**config.mk**
```make
export PLATFORM = sky130hd
export DESIGN_NAME = biquad_iir_filter_core_flat
export DESIGN_NICKNAME = d
export VERILOG_FILES = /design/src/hdl/biq_pkg.sv /design/src/hdl/biq_if.sv /design/src/hdl/biq_datapath.sv /design/src/hdl/biq_sequencer.sv /design/src/hdl/biquad_iir_filter_core.sv /design/src/flat_wrapper.sv
export SDC_FILE = /design/constraint.sdc
export NUM_CORES = 2
export LEC_CHECK = 0
export BUFFER_PORTS_ARGS = -buffer_cell sky130_fd_sc_hd__buf_4
export CAP_MARGIN = 25
export CORE_ASPECT_RATIO = 2
export CORE_MARGIN = 2
export CORE_UTILIZATION = 40
export DETAILED_ROUTE_END_ITERATION = 8
export SLEW_MARGIN = 20
export SYNTH_ARGS = -nofsm -noshare
export SYNTH_HDL_FRONTEND = slang
export SYNTH_SLANG_ARGS = --single-unit
```
**constraint.sdc**
```tcl
create_clock -name clk -period 9.1 [get_ports clk]
set_input_delay 1.365 -clock clk [delete_from_list [all_inputs] [get_ports clk]]
set_output_delay 1.365 -clock clk [all_outputs]
set_load 0.005 [all_outputs]
```
**src/hdl/biq_pkg.sv**
```systemverilog
`default_nettype none

package biq_pkg;

	// Default widths of the section
	localparam int DEF_SAMPLE_WIDTH   = 16;
	localparam int DEF_COEF_WIDTH     = 24;
	localparam int DEF_COEF_FRAC_BITS = 20;
	localparam int DEF_STATE_WIDTH    = 48;

	localparam int STATUS_W    = 2;
	localparam int CFG_INDEX_W = 3;
	localparam int COEF_COUNT  = 5;

	// Result status codes
	localparam logic [STATUS_W-1:0] ST_OK         = 2'd0;
	localparam logic [STATUS_W-1:0] ST_NOT_LOADED = 2'd1;
	localparam logic [STATUS_W-1:0] ST_NUM_ERR    = 2'd2;
	localparam logic [STATUS_W-1:0] ST_CLIPPED    = 2'd3;

	// Input opcode
	localparam logic OP_CLEAR = 1'b1;

	// Configuration register indexes
	localparam logic [CFG_INDEX_W-1:0] REG_COEF_B0      = 3'd0;
	localparam logic [CFG_INDEX_W-1:0] REG_COEF_B1      = 3'd1;
	localparam logic [CFG_INDEX_W-1:0] REG_COEF_B2      = 3'd2;
	localparam logic [CFG_INDEX_W-1:0] REG_COEF_A1      = 3'd3;
	localparam logic [CFG_INDEX_W-1:0] REG_COEF_A2      = 3'd4;
	localparam logic [CFG_INDEX_W-1:0] REG_COEFS_LOADED = 3'd5;

	// Control word fields
	typedef enum logic [1:0] {CND_NONE, CND_NOT_LOADED, CND_CLEAR, CND_Y_ERR} cond_t;
	typedef enum logic [2:0] {MA_B0, MA_B1, MA_B2, MA_A1, MA_A2} mul_a_t;
	typedef enum logic [1:0] {MB_X, MB_YLO, MB_YHI} mul_b_t;
	typedef enum logic [1:0] {ACC_HOLD, ACC_PROD, ACC_ADD_HI, ACC_FB_SUB} acc_op_t;
	typedef enum logic [1:0] {CAP_NONE, CAP_Y, CAP_N1} cap_op_t;
	typedef enum logic [2:0] {RET_NONE, RET_FILTER, RET_NOTLOAD, RET_CLEAR, RET_ERR} ret_t;

	localparam int UC_DEPTH = 13;
	typedef logic [3:0] step_t;

	// Program addresses
	localparam step_t UC_START = 4'd0;
	localparam step_t UC_YCAP  = 4'd1;
	localparam step_t UC_A1LO  = 4'd2;
	localparam step_t UC_A1HI  = 4'd3;
	localparam step_t UC_B1    = 4'd4;
	localparam step_t UC_A2LO  = 4'd5;
	localparam step_t UC_A2HI  = 4'd6;
	localparam step_t UC_B2    = 4'd7;
	localparam step_t UC_N2    = 4'd8;
	localparam step_t UC_DONE  = 4'd9;
	localparam step_t UC_NOTLD = 4'd10;
	localparam step_t UC_CLR   = 4'd11;
	localparam step_t UC_ERR   = 4'd12;

	typedef struct packed {
		cond_t   cond;
		step_t   target;
		mul_a_t  ma;
		mul_b_t  mb;
		acc_op_t acc;
		cap_op_t cap;
		ret_t    ret;
	} uc_word_t;

	localparam uc_word_t UC_NOP = '{cond: CND_NONE, target: UC_START, ma: MA_B0, mb: MB_X,
		acc: ACC_HOLD, cap: CAP_NONE, ret: RET_NONE};

	// Sequencer to datapath
	typedef struct packed {
		logic     start;
		logic     fire;
		uc_word_t word;
	} dp_ctrl_t;

	// Datapath to sequencer
	typedef struct packed {
		logic y_err;
		logic clear_op;
	} dp_flags_t;

	// Microprogram: the multiply issued in a step lands in the product
	// register, and the accumulate of the next step consumes it.
	function automatic uc_word_t uc_rom(step_t step);
		uc_word_t w;
		w = UC_NOP;
		case (step)
			UC_START: begin
				w.ma = MA_B0; w.mb = MB_X;
				w.cond = CND_NOT_LOADED; w.target = UC_NOTLD;
			end
			UC_YCAP: begin
				w.cap = CAP_Y;
				w.cond = CND_CLEAR; w.target = UC_CLR;
			end
			UC_A1LO: begin
				w.ma = MA_A1; w.mb = MB_YLO;
				w.cond = CND_Y_ERR; w.target = UC_ERR;
			end
			UC_A1HI: begin
				w.ma = MA_A1; w.mb = MB_YHI; w.acc = ACC_PROD;
			end
			UC_B1: begin
				w.ma = MA_B1; w.mb = MB_X; w.acc = ACC_ADD_HI;
			end
			UC_A2LO: begin
				w.ma = MA_A2; w.mb = MB_YLO; w.acc = ACC_FB_SUB;
			end
			UC_A2HI: begin
				w.ma = MA_A2; w.mb = MB_YHI; w.acc = ACC_PROD; w.cap = CAP_N1;
			end
			UC_B2: begin
				w.ma = MA_B2; w.mb = MB_X; w.acc = ACC_ADD_HI;
			end
			UC_N2:    w.acc = ACC_FB_SUB;
			UC_DONE:  w.ret = RET_FILTER;
			UC_NOTLD: w.ret = RET_NOTLOAD;
			UC_CLR:   w.ret = RET_CLEAR;
			UC_ERR:   w.ret = RET_ERR;
			default:  w = UC_NOP;
		endcase
		return w;
	endfunction

endpackage

`default_nettype wire

```
**src/hdl/biq_if.sv**
```systemverilog
`default_nettype none

interface biq_sample_if #(parameter int SAMPLE_WIDTH = 16);
	logic                           valid;
	logic                           ready;
	logic                           opcode;
	logic signed [SAMPLE_WIDTH-1:0] sample_in;

	modport source (output valid, opcode, sample_in, input ready);
	modport sink (input valid, opcode, sample_in, output ready);
endinterface

interface biq_result_if #(parameter int SAMPLE_WIDTH = 16);
	logic                           valid;
	logic                           ready;
	logic signed [SAMPLE_WIDTH-1:0] sample_out;
	logic [1:0]                     status;

	modport source (output valid, sample_out, status, input ready);
	modport sink (input valid, sample_out, status, output ready);
endinterface

interface biq_cfg_if #(parameter int INDEX_W = 3, parameter int DATA_W = 24);
	logic               valid;
	logic               ready;
	logic [INDEX_W-1:0] index;
	logic [DATA_W-1:0]  data;

	modport source (output valid, index, data, input ready);
	modport sink (input valid, index, data, output ready);
endinterface

`default_nettype wire

```
**src/hdl/biq_datapath.sv**
```systemverilog
`default_nettype none

module biq_datapath
	import biq_pkg::*;
#(
	parameter int SAMPLE_WIDTH   = DEF_SAMPLE_WIDTH,
	parameter int COEF_WIDTH     = DEF_COEF_WIDTH,
	parameter int COEF_FRAC_BITS = DEF_COEF_FRAC_BITS,
	parameter int STATE_WIDTH    = DEF_STATE_WIDTH
) (
	input  wire logic                           clk,
	input  wire logic                           arst_n,
	input  wire dp_ctrl_t                       ctrl,
	input  wire logic                           cfg_clear,
	input  wire logic signed [COEF_WIDTH-1:0]   coef [COEF_COUNT],
	input  wire logic                           opcode,
	input  wire logic signed [SAMPLE_WIDTH-1:0] sample_in,
	output dp_flags_t                           flags,
	output logic signed [SAMPLE_WIDTH-1:0]      res_sample,
	output logic [STATUS_W-1:0]                 res_status
);

	// The state word is multiplied in two halves: low half unsigned, high half signed
	localparam int LO_W    = STATE_WIDTH / 2;
	localparam int HI_W    = STATE_WIDTH - LO_W;
	localparam int OPB_A   = (HI_W > LO_W + 1) ? HI_W : LO_W + 1;
	localparam int OPB_W   = (SAMPLE_WIDTH > OPB_A) ? SAMPLE_WIDTH : OPB_A;
	localparam int PROD_W  = COEF_WIDTH + OPB_W;
	localparam int WIDE_W  = (STATE_WIDTH > OPB_W) ? STATE_WIDTH : OPB_W;
	localparam int ACC_W   = COEF_WIDTH + WIDE_W + 2;
	localparam int RND_W   = STATE_WIDTH + SAMPLE_WIDTH;
	localparam logic signed [RND_W-1:0] RND_HALF = RND_W'(1) << (COEF_FRAC_BITS - 1);
	localparam logic signed [SAMPLE_WIDTH-1:0] SAT_MAX = {1'b0, {(SAMPLE_WIDTH-1){1'b1}}};
	localparam logic signed [SAMPLE_WIDTH-1:0] SAT_MIN = {1'b1, {(SAMPLE_WIDTH-1){1'b0}}};

	logic signed [SAMPLE_WIDTH-1:0] x_q;
	logic                           op_q;
	logic signed [PROD_W-1:0]       prod_q;
	logic signed [ACC_W-1:0]        acc_q;
	logic signed [STATE_WIDTH-1:0]  y_q;
	logic signed [STATE_WIDTH-1:0]  n1_q;
	logic                           y_err_q;
	logic                           n1_err_q;
	logic signed [STATE_WIDTH-1:0]  d1_q;
	logic signed [STATE_WIDTH-1:0]  d2_q;

	logic signed [COEF_WIDTH-1:0] opa;
	logic signed [OPB_W-1:0]      opb;
	logic signed [ACC_W-1:0]      prod_ext;
	logic signed [ACC_W-1:0]      ysum;
	logic signed [ACC_W-1:0]      n1sum;
	logic                         y_fits;
	logic                         n1_fits;
	logic                         n2_fits;
	logic                         filt_ok;
	logic signed [RND_W-1:0]      rnd_sum;
	logic signed [RND_W-1:0]      rnd;
	logic                         rnd_fits;

	// Select multiplier operands
	always_comb begin
		opa = coef[ctrl.word.ma];
		case (ctrl.word.mb)
			MB_X:    opb = OPB_W'(x_q);
			MB_YLO:  opb = OPB_W'({1'b0, y_q[LO_W-1:0]});
			MB_YHI:  opb = OPB_W'($signed(y_q[STATE_WIDTH-1:LO_W]));
			default: opb = OPB_W'(x_q);
		endcase
	end

	// Sums and range checks
	always_comb begin
		prod_ext = ACC_W'(prod_q);
		ysum     = prod_ext + ACC_W'(d1_q);
		n1sum    = acc_q + ACC_W'(d2_q);
		y_fits   = (&ysum[ACC_W-1:STATE_WIDTH-1]) | ~(|ysum[ACC_W-1:STATE_WIDTH-1]);
		n1_fits  = (&n1sum[ACC_W-1:STATE_WIDTH-1]) | ~(|n1sum[ACC_W-1:STATE_WIDTH-1]);
		n2_fits  = (&acc_q[ACC_W-1:STATE_WIDTH-1]) | ~(|acc_q[ACC_W-1:STATE_WIDTH-1]);
		filt_ok  = !n1_err_q && n2_fits;
		rnd_sum  = RND_W'(y_q) + RND_HALF;
		rnd      = rnd_sum >>> COEF_FRAC_BITS;
		rnd_fits = (&rnd[RND_W-1:SAMPLE_WIDTH-1]) | ~(|rnd[RND_W-1:SAMPLE_WIDTH-1]);
	end

	// Multiply, accumulate and capture
	always_ff @(posedge clk) begin
		if (ctrl.start) begin
			x_q  <= sample_in;
			op_q <= opcode;
		end
		prod_q <= opa * opb;
		case (ctrl.word.acc)
			ACC_PROD:   acc_q <= prod_ext;
			ACC_ADD_HI: acc_q <= acc_q + (prod_ext <<< LO_W);
			ACC_FB_SUB: acc_q <= prod_ext - (acc_q >>> COEF_FRAC_BITS);
			default:    acc_q <= acc_q;
		endcase
		case (ctrl.word.cap)
			CAP_Y: begin
				y_q     <= ysum[STATE_WIDTH-1:0];
				y_err_q <= !y_fits;
			end
			CAP_N1: begin
				n1_q     <= n1sum[STATE_WIDTH-1:0];
				n1_err_q <= !n1_fits;
			end
			default: ;
		endcase
	end

	// Delay states: reset, config clear, op clear, or commit of a good filter step
	always_ff @(posedge clk or negedge arst_n) begin
		if (!arst_n) begin
			d1_q <= '0;
			d2_q <= '0;
		end else if (cfg_clear) begin
			d1_q <= '0;
			d2_q <= '0;
		end else if (ctrl.fire) begin
			if (ctrl.word.ret == RET_CLEAR) begin
				d1_q <= '0;
				d2_q <= '0;
			end else if (ctrl.word.ret == RET_FILTER && filt_ok) begin
				d1_q <= n1_q;
				d2_q <= acc_q[STATE_WIDTH-1:0];
			end
		end
	end

	// Result of the retiring step
	always_comb begin
		res_sample = '0;
		res_status = ST_OK;
		case (ctrl.word.ret)
			RET_FILTER: begin
				if (!filt_ok) begin
					res_status = ST_NUM_ERR;
				end else if (rnd_fits) begin
					res_sample = rnd[SAMPLE_WIDTH-1:0];
				end else begin
					res_sample = rnd[RND_W-1] ? SAT_MIN : SAT_MAX;
					res_status = ST_CLIPPED;
				end
			end
			RET_NOTLOAD: res_status = ST_NOT_LOADED;
			RET_ERR:     res_status = ST_NUM_ERR;
			default:     res_status = ST_OK;
		endcase
	end

	assign flags.y_err    = y_err_q;
	assign flags.clear_op = (op_q == OP_CLEAR);

endmodule

`default_nettype wire

```
**src/hdl/biq_sequencer.sv**
```systemverilog
`default_nettype none

module biq_sequencer
	import biq_pkg::*;
(
	input  wire logic      clk,
	input  wire logic      arst_n,
	input  wire logic      in_valid,
	output logic           in_ready,
	input  wire logic      loaded,
	input  wire logic      out_free,
	input  wire dp_flags_t flags,
	output dp_ctrl_t       ctrl
);

	logic     busy_q;
	step_t    step_q;
	logic     busy_d;
	step_t    step_d;
	uc_word_t word;
	logic     take_jump;
	logic     is_ret;

	// Fetch, branch and advance
	always_comb begin
		word = uc_rom(step_q);
		case (word.cond)
			CND_NOT_LOADED: take_jump = !loaded;
			CND_CLEAR:      take_jump = flags.clear_op;
			CND_Y_ERR:      take_jump = flags.y_err;
			default:        take_jump = 1'b0;
		endcase
		is_ret     = (word.ret != RET_NONE);
		in_ready   = !busy_q;
		ctrl.start = !busy_q && in_valid;
		ctrl.fire  = busy_q && is_ret && out_free;
		ctrl.word  = busy_q ? word : UC_NOP;

		busy_d = busy_q;
		step_d = step_q;
		if (!busy_q) begin
			if (in_valid) begin
				busy_d = 1'b1;
				step_d = UC_START;
			end
		end else if (is_ret) begin
			// hold the retire step until the output register frees up
			if (out_free) begin
				busy_d = 1'b0;
			end
		end else begin
			step_d = take_jump ? word.target : step_q + 4'd1;
		end
	end

	always_ff @(posedge clk or negedge arst_n) begin
		if (!arst_n) begin
			busy_q <= 1'b0;
			step_q <= UC_START;
		end else begin
			busy_q <= busy_d;
			step_q <= step_d;
		end
	end

	a_step_in_program: assert property (@(posedge clk) disable iff (!arst_n)
		busy_q |-> (step_q < UC_DEPTH))
		else $error("step counter left the program");

	a_start_enters_program: assert property (@(posedge clk) disable iff (!arst_n)
		ctrl.start |=> (busy_q && step_q == UC_START))
		else $error("accepted beat did not start the program");

	a_fire_ends_program: assert property (@(posedge clk) disable iff (!arst_n)
		ctrl.fire |=> !busy_q)
		else $error("sequencer stayed busy after retiring");

endmodule

`default_nettype wire

```
**src/hdl/biquad_iir_filter_core.sv**
```systemverilog
`default_nettype none
// Biquad IIR section, transposed direct form II, fixed point.
// sample_ch carries one beat per item: opcode (filter or clear) and a signed
// sample. result_ch returns exactly one beat per item: the filtered sample and
// a status (ok, not loaded, numerical error with state kept, clipped).
// cfg writes the five coefficients and the loaded flag by register index;
// writing the loaded flag also zeroes both delay states. cfg is always ready
// and must only be written while the block is idle.
// One shared signed multiplier (coefficient by sample or by half of the state
// word) runs a 13-word microprogram. A filter beat occupies the sequencer from
// acceptance to its retire step, and no new sample is taken while it is busy;
// the result is loaded into the output register when that step retires. A beat
// that finds the block not loaded, a clear or an error on y jumps to its retire step.
// The output register frees the sequencer while a result waits: if the
// receiver stalls, the next item is accepted and runs up to its retire step,
// where it holds until the pending result is taken.
// Reset clears coefficients, the loaded flag, both delays, the sequencer and the output valid flag.
module biquad_iir_filter_core
	import biq_pkg::*;
#(
	parameter int SAMPLE_WIDTH   = DEF_SAMPLE_WIDTH,
	parameter int COEF_WIDTH     = DEF_COEF_WIDTH,
	parameter int COEF_FRAC_BITS = DEF_COEF_FRAC_BITS,
	parameter int STATE_WIDTH    = DEF_STATE_WIDTH
) (
	input wire logic     clk,
	input wire logic     arst_n,
	biq_sample_if.sink   sample_ch,
	biq_result_if.source result_ch,
	biq_cfg_if.sink      cfg
);

	logic signed [COEF_WIDTH-1:0]   coef_q [COEF_COUNT];
	logic                           loaded_q;
	logic                           cfg_clear;
	logic                           out_valid_q;
	logic signed [SAMPLE_WIDTH-1:0] out_sample_q;
	logic [STATUS_W-1:0]            out_status_q;
	logic                           out_free;
	logic                           in_ready;
	dp_ctrl_t                       ctrl;
	dp_flags_t                      flags;
	logic signed [SAMPLE_WIDTH-1:0] res_sample;
	logic [STATUS_W-1:0]            res_status;

	// Configuration registers
	assign cfg.ready = 1'b1;
	assign cfg_clear = cfg.valid && (cfg.index == REG_COEFS_LOADED);

	always_ff @(posedge clk or negedge arst_n) begin
		if (!arst_n) begin
			for (int i = 0; i < COEF_COUNT; i++) begin
				coef_q[i] <= '0;
			end
			loaded_q <= 1'b0;
		end else if (cfg.valid) begin
			case (cfg.index)
				REG_COEF_B0:      coef_q[MA_B0] <= cfg.data;
				REG_COEF_B1:      coef_q[MA_B1] <= cfg.data;
				REG_COEF_B2:      coef_q[MA_B2] <= cfg.data;
				REG_COEF_A1:      coef_q[MA_A1] <= cfg.data;
				REG_COEF_A2:      coef_q[MA_A2] <= cfg.data;
				REG_COEFS_LOADED: loaded_q <= cfg.data[0];
				default:          ;
			endcase
		end
	end

	biq_sequencer u_seq (
		.clk      (clk),
		.arst_n   (arst_n),
		.in_valid (sample_ch.valid),
		.in_ready (in_ready),
		.loaded   (loaded_q),
		.out_free (out_free),
		.flags    (flags),
		.ctrl     (ctrl)
	);

	biq_datapath #(
		.SAMPLE_WIDTH   (SAMPLE_WIDTH),
		.COEF_WIDTH     (COEF_WIDTH),
		.COEF_FRAC_BITS (COEF_FRAC_BITS),
		.STATE_WIDTH    (STATE_WIDTH)
	) u_dp (
		.clk        (clk),
		.arst_n     (arst_n),
		.ctrl       (ctrl),
		.cfg_clear  (cfg_clear),
		.coef       (coef_q),
		.opcode     (sample_ch.opcode),
		.sample_in  (sample_ch.sample_in),
		.flags      (flags),
		.res_sample (res_sample),
		.res_status (res_status)
	);

	assign sample_ch.ready = in_ready;

	// Output register: load on retire, drop when the beat is taken
	assign out_free = !out_valid_q || result_ch.ready;

	always_ff @(posedge clk or negedge arst_n) begin
		if (!arst_n) begin
			out_valid_q <= 1'b0;
		end else if (ctrl.fire) begin
			out_valid_q <= 1'b1;
		end else if (result_ch.ready) begin
			out_valid_q <= 1'b0;
		end
	end

	always_ff @(posedge clk) begin
		if (ctrl.fire) begin
			out_sample_q <= res_sample;
			out_status_q <= res_status;
		end
	end

	assign result_ch.valid      = out_valid_q;
	assign result_ch.sample_out = out_sample_q;
	assign result_ch.status     = out_status_q;

endmodule

`default_nettype wire

```
**src/flat_wrapper.sv**
```systemverilog
// flat-port wrapper written by rule: the top's interface ports become plain ports
module biquad_iir_filter_core_flat import biq_pkg::*;
#(
	parameter int SAMPLE_WIDTH   = DEF_SAMPLE_WIDTH,
	parameter int COEF_WIDTH     = DEF_COEF_WIDTH,
	parameter int COEF_FRAC_BITS = DEF_COEF_FRAC_BITS,
	parameter int STATE_WIDTH    = DEF_STATE_WIDTH
)
  (clk, arst_n, sample_ch_valid, sample_ch_opcode, sample_ch_sample_in, sample_ch_ready, result_ch_valid, result_ch_sample_out, result_ch_status, result_ch_ready, cfg_valid, cfg_index, cfg_data, cfg_ready);
  biq_sample_if #(.SAMPLE_WIDTH(SAMPLE_WIDTH)) sample_ch_i ();
  biq_result_if #(.SAMPLE_WIDTH(SAMPLE_WIDTH)) result_ch_i ();
  biq_cfg_if #(.INDEX_W(CFG_INDEX_W), .DATA_W((DEF_COEF_WIDTH))) cfg_i ();
  input wire logic clk;
  input wire logic arst_n;
  input wire logic [$bits(sample_ch_i.valid)-1:0] sample_ch_valid;
  input wire logic [$bits(sample_ch_i.opcode)-1:0] sample_ch_opcode;
  input wire logic [$bits(sample_ch_i.sample_in)-1:0] sample_ch_sample_in;
  output wire logic [$bits(sample_ch_i.ready)-1:0] sample_ch_ready;
  output wire logic [$bits(result_ch_i.valid)-1:0] result_ch_valid;
  output wire logic [$bits(result_ch_i.sample_out)-1:0] result_ch_sample_out;
  output wire logic [$bits(result_ch_i.status)-1:0] result_ch_status;
  input wire logic [$bits(result_ch_i.ready)-1:0] result_ch_ready;
  input wire logic [$bits(cfg_i.valid)-1:0] cfg_valid;
  input wire logic [$bits(cfg_i.index)-1:0] cfg_index;
  input wire logic [$bits(cfg_i.data)-1:0] cfg_data;
  output wire logic [$bits(cfg_i.ready)-1:0] cfg_ready;
  assign sample_ch_i.valid = sample_ch_valid;
  assign sample_ch_i.opcode = sample_ch_opcode;
  assign sample_ch_i.sample_in = sample_ch_sample_in;
  assign sample_ch_ready = sample_ch_i.ready;
  assign result_ch_valid = result_ch_i.valid;
  assign result_ch_sample_out = result_ch_i.sample_out;
  assign result_ch_status = result_ch_i.status;
  assign result_ch_i.ready = result_ch_ready;
  assign cfg_i.valid = cfg_valid;
  assign cfg_i.index = cfg_index;
  assign cfg_i.data = cfg_data;
  assign cfg_ready = cfg_i.ready;
  biquad_iir_filter_core #(.SAMPLE_WIDTH(SAMPLE_WIDTH), .COEF_WIDTH(COEF_WIDTH), .COEF_FRAC_BITS(COEF_FRAC_BITS), .STATE_WIDTH(STATE_WIDTH)) u_core (.clk(clk), .arst_n(arst_n), .sample_ch(sample_ch_i), .result_ch(result_ch_i), .cfg(cfg_i));
endmodule
```
==> Implementation_results.wiki <==
{| class="wikitable"
! Metric !! Value
|-
| CTS tree || yes
|-
| Warnings from Yosys || 0
|-
| Wire length of the first global-routing pass || approximately 270000 um
|-
| Area overhead of the layout relative to synthesis || 15.88%
|-
| Kind of start point of the critical path || register
|-
| Horizontal extent of the die || ~260 um
|-
| Final count of hold timing violations || 0
|-
| Dominant combinational cell family by area after synthesis || adder cells
|-
| Number of global-route vias before repair || 45230
|-
| Setup crit end || u_core.u_dp.prod_q[48]$_DFF_P_
|-
| Max capacitance violation total || 0
|-
| FILL cells || 12310
|-
| Least-Margin Pin Slew || 1.247 ns
|-
| Longest Clk Path Bufs || 3
|-
| Critical path data arrival time || 9.57 ns
|-
| Post-detail-place hpwl || between 100000 and 150000 um
|-
| Vertical die dimension || ~520 um
|-
| Number of antenna-violating nets in the routed design || 0
|-
| Final routed DRC violation total || 0
|-
| Outcome || finished clean
|-
| Clock sink count || ~480
|-
| Slew Viols, Final || 0
|-
| Commonest cells after routing, fill and taps aside || inv_1 (759), fa_1 (628), nand2_1 (529)
|-
| Biggest cell delay along the critical path || around 0.61 ns
|-
| Clk_skew || roughly 0.05 ns
|-
| Number of distinct library cell variants in the gate-level netlist after synthesis || between 90 and 100
|-
| RSZ-0062 raised after global routing || yes
|-
| Overall routing resource usage || 0.2670
|-
| Cell type with the highest aggregate area in the netlist || fa_1
|-
| Critical Path Start || u_core.u_seq.step_q[0]$_DFFE_PN0P_
|-
| Maximum achievable frequency || approximately 110 MHz
|-
| R2r endpoint || u_core.u_dp.prod_q[48]$_DFF_P_
|-
| Final global-route overflow total || 0
|-
| Worst path most repeated cell || fa_1
|-
| Starting utilization of the core area || 0.4029
|-
| Total iterations of the first detailed-routing run || 7
|-
| Fraction of the yosys area taken by sequential cells || 0.2447
|-
| Post-synth EDFFs || 207
|-
| Yosys top cell area share || 0.2427
|-
| Count of cells along the worst register-to-register path || 38
|-
| Fraction of layout instances using a drive strength above 1 || 0.1505
|-
| Count of standard-cell rows || 187
|-
| Syn_nets || roughly 6600
|-
| Post-synthesis mux area share || 0.03450
|-
| Share of the clock period used by the worst path after layout || 0.9914
|-
| Clock Tree Root || clkbuf_16
|-
| Launching point of the worst reg2reg path || u_core.u_seq.step_q[0]$_DFFE_PN0P_
|-
| TritonCTS Buffers || between 40 and 50
|-
| Max stage delay cell, worst path || fa_1
|-
| Area share of and/or/nand/nor cells after synthesis || 0.1258
|-
| Xor and xnor fraction of the mapped netlist area || 0.04411
|-
| I/O pin count || 70
|-
| Maximum number of pins on one net before global-route repair || slightly below 100
|-
| Worst-case headroom to the max-slew limit || 0.1688
|-
| First DRT Iteration DRCs || around 2500
|-
| Core ar. || about 0.13 mm2
|-
| # H-tree levels || 2
|-
| Commonest non-fill, non-tap cell in the layout || inv_1
|-
| Required @ worst endpoint || between 9 and 10 ns
|-
| Share of synthesized registers carrying an async set or reset || 0.4656
|-
| Clock input transition at the sequential cells of the worst setup and hold paths || roughly 0.06 ns
|-
| Port buffer count || between 60 and 70
|-
| Synth top area cells || fa_1 (24%), edfxtp_1 (12%), dfrtp_1 (11%)
|-
| Critical path class || reg2reg
|-
| Ys flop type || dfrtp_1
|-
| Die Footprint || roughly 0.13 mm2
|-
| Area fraction in compound gates after synthesis || 0.1486
|-
| Synth Area in Adders || 0.3308
|-
| Worst Hold Slack || about 0.47 ns
|-
| Synthesized cell area || around 0.052 mm2
|-
| Final number of setup-violating endpoints || 0
|-
| Critical Path Sink Type || register
|-
| Total length of routed wires || between 150000 and 200000 um
|-
| Number of nets in the finished design || between 6000 and 7000
|-
| Clock period minus final worst setup slack || around 9.0 ns
|-
| Mean instance size in the synthesized netlist || 9.464 um2
|-
| Antenna violations before repair || 3
|-
| Via count || ~42000
|-
| Via/cell ratio || 5.523
|-
| R2R setup slack || a little under 0.08 ns
|-
| Flip-flop and latch count after synthesis || 479
|-
| Type of the tightest min-delay check || reg2reg
|-
| Routability congestion estimate || approximately 1.0
|-
| Cells after synthesis || around 5500
|-
| Largest fanout of any net on the critical path || 24
|-
| WL per Instance || 23.34 um
|-
| Skew-Pair Late Insertion Delay || slightly below 0.7 ns
|}
stage by stage:
step	cell area (um2)	setup TNS [ns]	instances	util	setup slack, ns
after global placement	57920	-2.854	7468	0.4468	-0.5116
final	60520	0	7591	0.4669	0.07865
after CTS	59920	0	7561	0.4622	0.0006635
after detailed placement	57920	-2.552	7468	0.4468	-0.4791
after floorplan	52230	0	5518	-	0.06161
after global routing	60520	-1.322	7590	0.4669	-0.2603
sequential cells by signal (all words and copies together) (netlist names), 2 cells and up:
name	flops
u_core.u_dp.d2_q	48
u_core.u_dp.x_q	16
u_core.coef_q	120
u_core.result_ch.sample_out	16
u_core.u_dp.n1_q	48
u_core.u_dp.prod_q	49
u_core.u_dp.acc_q	74
u_core.u_seq.step_q	4
u_core.u_dp.d1_q	48
u_core.result_ch.status	2
u_core.u_dp.y_q	48
kinds of logic (layout without fill, tap and decap cells):
group / after synthesis / after routing
fa+ha+maj: 1001 / 1001
simple gates: 1464 / 1464
other cells: 1 / 3
xor+xnor: 263 / 263
flops: 479 / 479
buf+inv: 988 / 1358
mux: 158 / 158
compound gates: 1164 / 1164
timing repair:
action / in CTS / in global routing
cloned: 0 / 4
endpoints found under the setup margin: 9 / 15
setup buffers: 3 / 22
hold buffers: 0 / 0
pin swaps: 12 / 45
gates resized for setup: 45 / 56
how the worst min path moves through the flow:
stage	startpoint	endpoint	cells past startpoint
final	u_core.u_dp.n1_q[46]$_DFFE_PN_	u_core.u_dp.d1_q[46]$_DFFE_PN0P_	1
after global routing	u_core.u_dp.n1_q[46]$_DFFE_PN_	u_core.u_dp.d1_q[46]$_DFFE_PN0P_	1
after CTS	u_core.u_dp.n1_q[17]$_DFFE_PN_	u_core.u_dp.d1_q[17]$_DFFE_PN0P_	1
after detailed placement	u_core.u_dp.n1_q[2]$_DFFE_PN_	u_core.u_dp.d1_q[2]$_DFFE_PN0P_	1
after global placement	u_core.u_dp.n1_q[37]$_DFFE_PN_	u_core.u_dp.d1_q[37]$_DFFE_PN0P_	1
after floorplan	u_core.u_dp.n1_q[0]$_DFFE_PN_	u_core.u_dp.d1_q[0]$_DFFE_PN0P_	1
synthesized netlist by cell type (all sizes together) (80+ instances only):
cell / count
a21o: 152
a21oi: 312
a22o: 101
clkbuf: 201
dfrtp: 223
edfxtp: 207
fa: 633
ha: 368
inv: 761
mux2: 146
nand2: 532
nand3: 80
nor2: 481
o21ai: 219
xnor2: 164
xor2: 99
final cells by class:
class,instances,area (um2),share of cell area
antenna,2,5.005,0.00008270
clock buffer,56,1334,0.02204
clock inverter,34,469.2,0.007753
inverter,761,2856,0.04720
multi-input combinational,4051,36230,0.5986
sequential,479,12780,0.2111
tap,1701,2128,0.03517
timing repair buffer,507,4720,0.07798
metal layers:
metal,wire (um),track usage,vias to the layer above
met5,15,0,-
met4,19210,0.2304,2
met3,6102,0.02591,611
met2,95740,0.5098,1161
met1,56100,0.2493,20920
li1,-,-,19230
worst max-delay path: cells and delay by family, from the launching register on:
family	cells	cell delay (ns)
buf+inv	12	1.50
fa+ha+maj	10	4.29
simple gates	6	0.85
xor+xnor	1	0.12
flops	1	0.42
compound gates	9	1.71
Power is not shown: default switching activity piles up to over one toggle a cycle in this logic, so the estimate is an artifact.
